===== src/sv/vxe_pkg.sv =====
// ----------------------------------------------------------------------------
// Voxel erosion package
// Opcodes, status codes, controller states and the command and status bundles
// shared by the controller and the datapath.
// ----------------------------------------------------------------------------
package vxe_pkg;

  localparam int unsigned CFG_IDX_W  = 3;
  localparam int unsigned CFG_DATA_W = 8;
  localparam int unsigned DIM_CFG_W  = 5;
  localparam int unsigned MINN_W     = 3;
  localparam int unsigned PASS_W     = 8;
  localparam int unsigned TOTAL_W    = 13;
  localparam int unsigned TOTAL_MAX  = 8191;
  localparam int unsigned STEP_W     = 3;

  localparam logic [CFG_IDX_W-1:0] CFG_BOX_X     = 3'd0;
  localparam logic [CFG_IDX_W-1:0] CFG_BOX_Y     = 3'd1;
  localparam logic [CFG_IDX_W-1:0] CFG_BOX_Z     = 3'd2;
  localparam logic [CFG_IDX_W-1:0] CFG_MIN_NB    = 3'd3;
  localparam logic [CFG_IDX_W-1:0] CFG_PASS_LIM  = 3'd4;

  // Neighbor visit order within one mark step sequence.
  localparam logic [STEP_W-1:0] NB_SELF = 3'd0;
  localparam logic [STEP_W-1:0] NB_XP   = 3'd1;
  localparam logic [STEP_W-1:0] NB_XM   = 3'd2;
  localparam logic [STEP_W-1:0] NB_ZP   = 3'd3;
  localparam logic [STEP_W-1:0] NB_ZM   = 3'd4;
  localparam logic [STEP_W-1:0] NB_YP   = 3'd5;
  localparam logic [STEP_W-1:0] NB_YM   = 3'd6;
  localparam logic [STEP_W-1:0] NB_DONE = 3'd7;

  localparam logic [1:0] SETTLE_CYCLES = 2'd2;

  typedef enum logic [1:0] {
    OP_LOAD = 2'd0,
    OP_RUN  = 2'd1,
    OP_READ = 2'd2,
    OP_NOP  = 2'd3
  } op_e;

  typedef enum logic [1:0] {
    ST_OK         = 2'd0,
    ST_PAST_END   = 2'd1,
    ST_NOT_LOADED = 2'd2
  } status_e;

  typedef enum logic [2:0] {
    S_IDLE,
    S_RD_WAIT,
    S_RUN_START,
    S_MARK,
    S_CLEAR,
    S_PASS_END
  } state_e;

  typedef struct packed {
    logic              load_wr;
    logic              rd_issue;
    logic              out_imm;
    status_e           out_status;
    logic              out_rd;
    logic              run_init;
    logic              run_done;
    logic              scan_rst;
    logic              scan_adv;
    logic [STEP_W-1:0] step;
    logic              mark_rd;
    logic              mark_acc;
    logic              mark_wr;
    logic              clr_rd;
    logic              clr_wr;
    logic              pass_end;
  } cmd_t;

  typedef struct packed {
    logic load_full;
    logic read_end;
    logic out_free;
    logic interior;
    logic scan_last;
    logic limit_zero;
    logic pass_last;
    logic cleared_zero;
  } sts_t;

endpackage


===== src/sv/vxe_ctrl.sv =====
// ----------------------------------------------------------------------------
// Voxel erosion controller
// Sequences load, read and run beats, and walks the mark and clear sweeps.
// ----------------------------------------------------------------------------
module vxe_ctrl import vxe_pkg::*; (
  input  logic clk_i,
  input  logic rst_ni,
  input  logic in_valid_i,
  input  op_e  in_op_i,
  output logic in_ready_o,
  input  logic cfg_we_i,
  input  sts_t sts_i,
  output cmd_t cmd_o
);

  state_e            state_q, state_d;
  logic [STEP_W-1:0] step_q, step_d;
  logic [1:0]        settle_q, settle_d;
  logic              accept;

  assign in_ready_o = (state_q == S_IDLE) && (settle_q == 2'd0) && sts_i.out_free;
  assign accept     = in_valid_i && in_ready_o;

  // The volume is a two-stage product of the sizes, so items wait after a write.
  always_comb begin
    if (cfg_we_i) begin
      settle_d = SETTLE_CYCLES;
    end else if (settle_q != 2'd0) begin
      settle_d = settle_q - 2'd1;
    end else begin
      settle_d = settle_q;
    end
  end

  always_ff @(posedge clk_i or negedge rst_ni) begin
    if (!rst_ni) begin
      state_q  <= S_IDLE;
      step_q   <= NB_SELF;
      settle_q <= SETTLE_CYCLES;
    end else begin
      state_q  <= state_d;
      step_q   <= step_d;
      settle_q <= settle_d;
    end
  end

  always_comb begin
    state_d            = state_q;
    step_d             = step_q;
    cmd_o              = '0;
    cmd_o.out_status   = ST_OK;
    cmd_o.step         = step_q;
    unique case (state_q)
      S_IDLE: begin
        if (accept) begin
          unique case (in_op_i)
            OP_LOAD: begin
              cmd_o.out_imm = 1'b1;
              if (sts_i.load_full) begin
                cmd_o.out_status = ST_PAST_END;
              end else begin
                cmd_o.load_wr = 1'b1;
              end
            end
            OP_RUN: begin
              if (!sts_i.load_full) begin
                cmd_o.out_imm    = 1'b1;
                cmd_o.out_status = ST_NOT_LOADED;
              end else begin
                cmd_o.run_init = 1'b1;
                state_d        = S_RUN_START;
              end
            end
            OP_READ: begin
              if (sts_i.read_end) begin
                cmd_o.out_imm    = 1'b1;
                cmd_o.out_status = ST_PAST_END;
              end else begin
                cmd_o.rd_issue = 1'b1;
                state_d        = S_RD_WAIT;
              end
            end
            OP_NOP: begin
              cmd_o.out_imm = 1'b1;
            end
          endcase
        end
      end
      S_RD_WAIT: begin
        cmd_o.out_rd = 1'b1;
        state_d      = S_IDLE;
      end
      S_RUN_START: begin
        if (sts_i.limit_zero) begin
          cmd_o.run_done = 1'b1;
          cmd_o.out_imm  = 1'b1;
          state_d        = S_IDLE;
        end else begin
          cmd_o.scan_rst = 1'b1;
          step_d         = NB_SELF;
          state_d        = S_MARK;
        end
      end
      S_MARK: begin
        if (sts_i.interior && (step_q != NB_DONE)) begin
          cmd_o.mark_rd  = 1'b1;
          cmd_o.mark_acc = (step_q != NB_SELF);
          step_d         = step_q + 3'd1;
        end else begin
          cmd_o.mark_acc = sts_i.interior;
          cmd_o.mark_wr  = sts_i.interior;
          step_d         = NB_SELF;
          if (sts_i.scan_last) begin
            cmd_o.scan_rst = 1'b1;
            state_d        = S_CLEAR;
          end else begin
            cmd_o.scan_adv = 1'b1;
          end
        end
      end
      S_CLEAR: begin
        if (sts_i.interior && (step_q == NB_SELF)) begin
          cmd_o.clr_rd = 1'b1;
          step_d       = NB_XP;
        end else begin
          cmd_o.clr_wr = sts_i.interior;
          step_d       = NB_SELF;
          if (sts_i.scan_last) begin
            state_d = S_PASS_END;
          end else begin
            cmd_o.scan_adv = 1'b1;
          end
        end
      end
      S_PASS_END: begin
        cmd_o.pass_end = 1'b1;
        if (sts_i.cleared_zero || sts_i.pass_last) begin
          cmd_o.run_done = 1'b1;
          cmd_o.out_imm  = 1'b1;
          state_d        = S_IDLE;
        end else begin
          cmd_o.scan_rst = 1'b1;
          state_d        = S_MARK;
        end
      end
      default: begin
        state_d = S_IDLE;
      end
    endcase
  end

endmodule


===== config.mk =====
export PLATFORM = sky130hd
export DESIGN_NAME = vxe_ctrl
export DESIGN_NICKNAME = d
export VERILOG_FILES = /design/src/sv/vxe_pkg.sv /design/src/sv/vxe_ctrl.sv
export SDC_FILE = /design/constraint.sdc
export NUM_CORES = 1
export LEC_CHECK = 0
export BUFFER_PORTS_ARGS = -buffer_cell sky130_fd_sc_hd__buf_2
export CORE_MARGIN = 2
export CORE_UTILIZATION = 47
export CTS_CLUSTER_SIZE = 25
export DETAILED_ROUTE_END_ITERATION = 6
export GPL_ROUTABILITY_DRIVEN = 0
export PLACE_DENSITY_LB_ADDON = 0.15
export SLEW_MARGIN = 0
export SYNTH_ARGS = -nofsm -noshare
export SYNTH_HDL_FRONTEND = slang
export SYNTH_SLANG_ARGS = --single-unit

===== constraint.sdc =====
create_clock -name clk_i -period 1.49 [get_ports clk_i]
set_input_delay 0.2235 -clock clk_i [delete_from_list [all_inputs] [get_ports clk_i]]
set_output_delay 0.2235 -clock clk_i [all_outputs]
set_load 0.05 [all_outputs]

==> results list, run 1 <==
- The first error in the log reads "[ERROR DPL-0038] Utilization greater than 100%, impossible to legalize".
- Yosys cell types: 41
* Cell types with the highest counts after synthesis: 11 x sky130_fd_sc_hd__nor2_1, 8 x sky130_fd_sc_hd__ha_1, 8 x sky130_fd_sc_hd__inv_1, 8 x sky130_fd_sc_hd__nand2_1, 7 x sky130_fd_sc_hd__dfrtp_1
- After clock tree synthesis, the flow added hold-fix buffers numbering 1.
- Number of post-CTS setup repair buffers: 11
- Die Span X: 45.5 um
* Post-synthesis area per instance: 8.43 sq um
* Synth warnings: 0
* # port buffers: 33
- The synthesized netlist occupies a cell area of 810 sq um.
- Seq/Total Area, Yosys: 0.249
- Synthesized netlist cell count: 96
* Count of pins on the block boundary: 34
- Flip-flop cell with the highest count after synthesis: sky130_fd_sc_hd__dfrtp_1
- Status: did not finish
- Cts repair resizes: 64
* Number of buffers inserted during clock tree synthesis: 3
- Post-synth EDFFs: 0
* Top cell type's share of synthesized area: 0.216
* Cell type with the highest aggregate area in the netlist: sky130_fd_sc_hd__dfrtp_1
- The wire-length estimate of the detail-placed layout is 1.85 mm.
* Number of rows created at floorplan: 14
- Synthesized netlist net count: 118
- Biggest area contributors in the synthesized netlist: sky130_fd_sc_hd__dfrtp_1 22%, sky130_fd_sc_hd__ha_1 12%, sky130_fd_sc_hd__nor2_1 5.1%
* Fraction of registers with async set or reset after synthesis: 1.00
- Clock sink count: 8
- In this run the number of H-tree levels came out at 1.
* CTS Root Cell: sky130_fd_sc_hd__clkbuf_4
* Clock tree buffer depth: 2
* Starting Density: 0.519
- Most numerous cell in the Yosys netlist: sky130_fd_sc_hd__nor2_1
- Including well taps, the total number of placed cells is 162.
* Register bit total from synthesis: 8
- The flow stopped in 4_1_cts.
- Measured along the y axis, the die boundary spans 45.5 um.
- At the placement stage, the worst setup path has a slack of -138 ps.
==> logic make-up after synthesis <==
kind of cell,synth area share
and+or+nand+nor,0.338
AOI/OAI and AO/OA,0.185
xor gates and xnor gates,0.0108
muxes,0.0124
DFF,0.249
adders and majority gates,0.124
buffers and inverters,0.0804
==> metrics by stage <==
step           hold WS, ps  instance area (sq um)  utilization  setup TNS [ps]
3_5_place_dp          71.5                   1290        0.827           -1260
2_1_floorplan        -72.1                    985            -           -1900
3_3_place_gp          63.2                   1290        0.827            -875
==> run 2: changes to the inputs <==
CORE_AREA = 2 2 63 65   (was default)
CORE_MARGIN = default   (was 2)
CORE_UTILIZATION = default   (was 47)
CTS_CLUSTER_SIZE = default   (was 25)
DIE_AREA = 0 0 65 67   (was default)
==> run 2 against run 1 <==
The flow now finishes, with violations (setup timing). Synthesized cell count is the same. Synthesized area is the same.
==> results list, run 2 <==
- Actual slew at the worst max-slew pin: 279 ps
- Static timing analysis puts the maximum clock frequency at 564 MHz.
* Global routing met1 resource utilization: 0.155
- Required time of the critical path: 1270 ps
* Share of final-layout standard cells stronger than drive strength 1: 0.751
* Core footprint: 3610 sq um
* Biggest area contributors in the synthesized netlist: sky130_fd_sc_hd__dfrtp_1 22%, sky130_fd_sc_hd__ha_1 12%, sky130_fd_sc_hd__nor2_1 5.1% (unchanged)
* Post-detailed-route DRC marker count: 0
- Setup violations remaining at the end of the flow were counted as 18.
- Leading cell type in the layout, fill and taps excluded: sky130_fd_sc_hd__buf_4
- Nets: 192
* TritonCTS clock tree: done
- Die area: 4360 sq um
- Synthesized netlist net count: 118 (unchanged)
- Measured against its own limit, the worst slew margin works out to 0.812.
* GRT Resource Usage Total: 0.120
- Routed WL per cell: 12.4 um
- CTS Root Cell: sky130_fd_sc_hd__clkbuf_8 (was sky130_fd_sc_hd__clkbuf_4)
- Sum of net half-perimeters after detailed placement: 1.85 mm (about the same)
- In the final layout, the registers with the most flip-flops are state_q (3), step_q (3), settle_q (2).
- The maximum level of the CTS H-tree was 1 (unchanged).
- STA classifies the critical path startpoint as a register.
- Flip-flop cell with the highest count after synthesis: sky130_fd_sc_hd__dfrtp_1 (unchanged)
* Status: complete, but fails checks (was did not finish)
- Core utilization of the finished layout: 0.507
- GR Layer Usage met3: 0.0152
- # port buffers: 33 (unchanged)
- Final count of hold timing violations: 0
- Summed over all layers, the global routing overflow is 0.
* Register bit total from synthesis: 8 (unchanged)
* Power per Cell Area: 581 nW/um^2
- The average cell area after synthesis is 8.43 sq um (unchanged).
- Cell type with the highest aggregate area in the netlist: sky130_fd_sc_hd__dfrtp_1 (unchanged)
- The post-synthesis instance total is 96 (unchanged).
- The I/O pin count came to 34 (unchanged).
- Ant. Diodes: 0
- Vias in the first global route: 989
- The number of antenna violations at the first check in global routing came to 0.
- Fraction of registers with async set or reset after synthesis: 1.00 (unchanged)
- CP dominant cell by count: sky130_fd_sc_hd__buf_6
* Pin count of the biggest net entering global routing: 9
- The top cell type's share of synthesized area came to 0.216 (unchanged).
- The layer flagged by global routing as most heavily used is met2.
- The die width came to 65 um (was 45.5 um).
* Setup TNS after final layout: -2970 ps
* Clock tree buffer depth: 2 (unchanged)
- Clock-pin slew was measured on the worst setup and hold paths at 40 ps.
- First-iteration detailed-routing DRC count: 34
- The number of placement rows is 22 (was 14).
- Cell types with the highest counts after synthesis: 11 x sky130_fd_sc_hd__nor2_1, 8 x sky130_fd_sc_hd__ha_1, 8 x sky130_fd_sc_hd__inv_1, 8 x sky130_fd_sc_hd__nand2_1, 7 x sky130_fd_sc_hd__dfrtp_1 (unchanged)
- Detailed-router iteration count before antenna repair: 4
- Placed cell count: 197 (was 162)
* Total Wirelength: 2.68 mm
* Kind of capture point of the worst setup path: output port
* Number of buffers inserted during clock tree synthesis: 3 (unchanged)
- Across all setup checks in the final design, the least slack found is -284 ps.
* Met2 track demand over resource in global routing: 0.222
- Summing internal, switching and leakage power gives 1.06 mW.
- Stage delay of the slowest cell on the critical path: 430 ps
- Violations in the final reports: setup timing
- Dividing the detail-routed via count by the number of cells gives 4.58.
* Most used cells in the layout excluding fill and tap cells: 30 x sky130_fd_sc_hd__buf_4, 16 x sky130_fd_sc_hd__buf_2, 16 x sky130_fd_sc_hd__buf_6
- The tightest min-delay check is of the input pin to register type.
- For the final database, setup skew stands at 7.00 ps.
- The combined area of all synthesized cells came to 810 sq um (unchanged).
* Period Utilization, post-route: 1.19
- Vias: 994
- Post-synth EDFFs: 0 (unchanged)
- The distinct cell type count of the synthesized netlist is 41 (unchanged).
- The initial core utilization came to 0.224 (was 0.519).
* WP data arrival: 1550 ps
- Maximum ir drop on the vdd rail: 0.000592 V
- The most frequent cell after synthesis is sky130_fd_sc_hd__nor2_1 (unchanged).
* Slew Limit Fails: 0
- Unrepaired setup endpoints after global routing: yes
* Relative area change from synthesis to final layout: 126%
* Clock sink count: 8 (unchanged)
* Critical-path maximum fanout: 4
- Die span in y: 67 um (was 45.5 um)
- Final hold slack: 167 ps
* Source-to-sink clock delay at the later pin of the worst-skew pair: 220 ps
* Worst-path cell chain: buf_12 -> nor3b_4 -> buf_6 -> a22oi_2 -> a21oi_4 -> buf_6
- Wire length of the first global-routing pass: 4.22 mm
* Remaining antenna violation count: 0
- Seq/Total Area, Yosys: 0.249 (unchanged)
- For this design the static power due to leakage is 0.821 nW.
- The count of cells in the finished layout, fillers not included, comes to 217.
* Slowest cell on the critical path: sky130_fd_sc_hd__dfrtp_2
* Period minus WS final: 1770 ps
* Max Cap Violations: 0
- The yosys synthesis warning count is 0 (unchanged).
- Setup CP Type: register to output port
==> run 2: cell counts after synthesis <==
No cell type changed its count.
==> run 2: worst max-delay path, delay by kind of cell (launching register included) <==
kind | cells | cell delay, ps
buffers and inverters | 3 | 450
flip-flops | 1 | 430
AO/OA/AOI/OAI | 2 | 260
AND/OR/NAND/NOR | 1 | 190
==> run 2: report_power, final <==
group / switching, mW / internal [mW]
combinational: 0.253 / 0.268
sequential: 0.0206 / 0.256
clock: 0.0787 / 0.185
total: 0.352 / 0.709
==> run 2: repair_timing <==
action | CTS | global route
endpoints found under the setup margin | 20 | 21
cloned | 1 | 0
pin swaps | 15 | 11
resized for setup | 63 | 13
hold buffers | 1 | 0
endpoints found under the hold margin | 7 | 0
setup buffers | 13 | 5
==> run 2: worst paths after layout <==
| path | from | to | slack (ps) | cells past startpoint |
|---|---|---|---|---|
| max | state_q[1] | cmd_o[9] | -280 | 6 |
| min | cfg_we_i | settle_q[0] | 170 | 2 |
| max reg2reg | state_q[2] | state_q[1] | -100 | 5 |
| min reg2reg | step_q[2] | step_q[2] | 580 | 1 |
| max in group asynchronous | rst_ni | settle_q[1] | 890 | 2 |
| min in group asynchronous | rst_ni | step_q[1] | 360 | 2 |
==> run 2: per-stage QoR <==
stage	setup WS, ps	area [sq um]
final	-284	1830
after global routing	-320	1830
after CTS	-271	1770
after detailed placement	-155	1370
after global placement	-132	1370
after floorplan	-419	985
==> run 2: logic make-up after synthesis <==
logic type	synth area share
adder cells (fa/ha/maj)	0.124
XOR/XNOR	0.0108
multiplexers	0.0124
AND/OR/NAND/NOR	0.338
buffers and inverters	0.0804
flip-flops	0.249
AO/OA/AOI/OAI	0.185
==> run 2: final cells by class <==
cell class                      instances  area [sq um]
Inverter                                8          30.0
Multi-Input combinational cell         76           811
Sequential cell                         8           208
Tap cell                               48          60.1
Timing Repair Buffer                   73           673
Fill cell                             351          1780
Clock buffer                            4          45.0
==> run 2: layer usage <==
layer | wire [um] | vias up
li1 | - | 494
met1 | 1130 | 480
met2 | 1460 | 18
met3 | 72 | 2
met4 | 19 | 0
met5 | 0 | -
(Power assumes the default switching activity.)
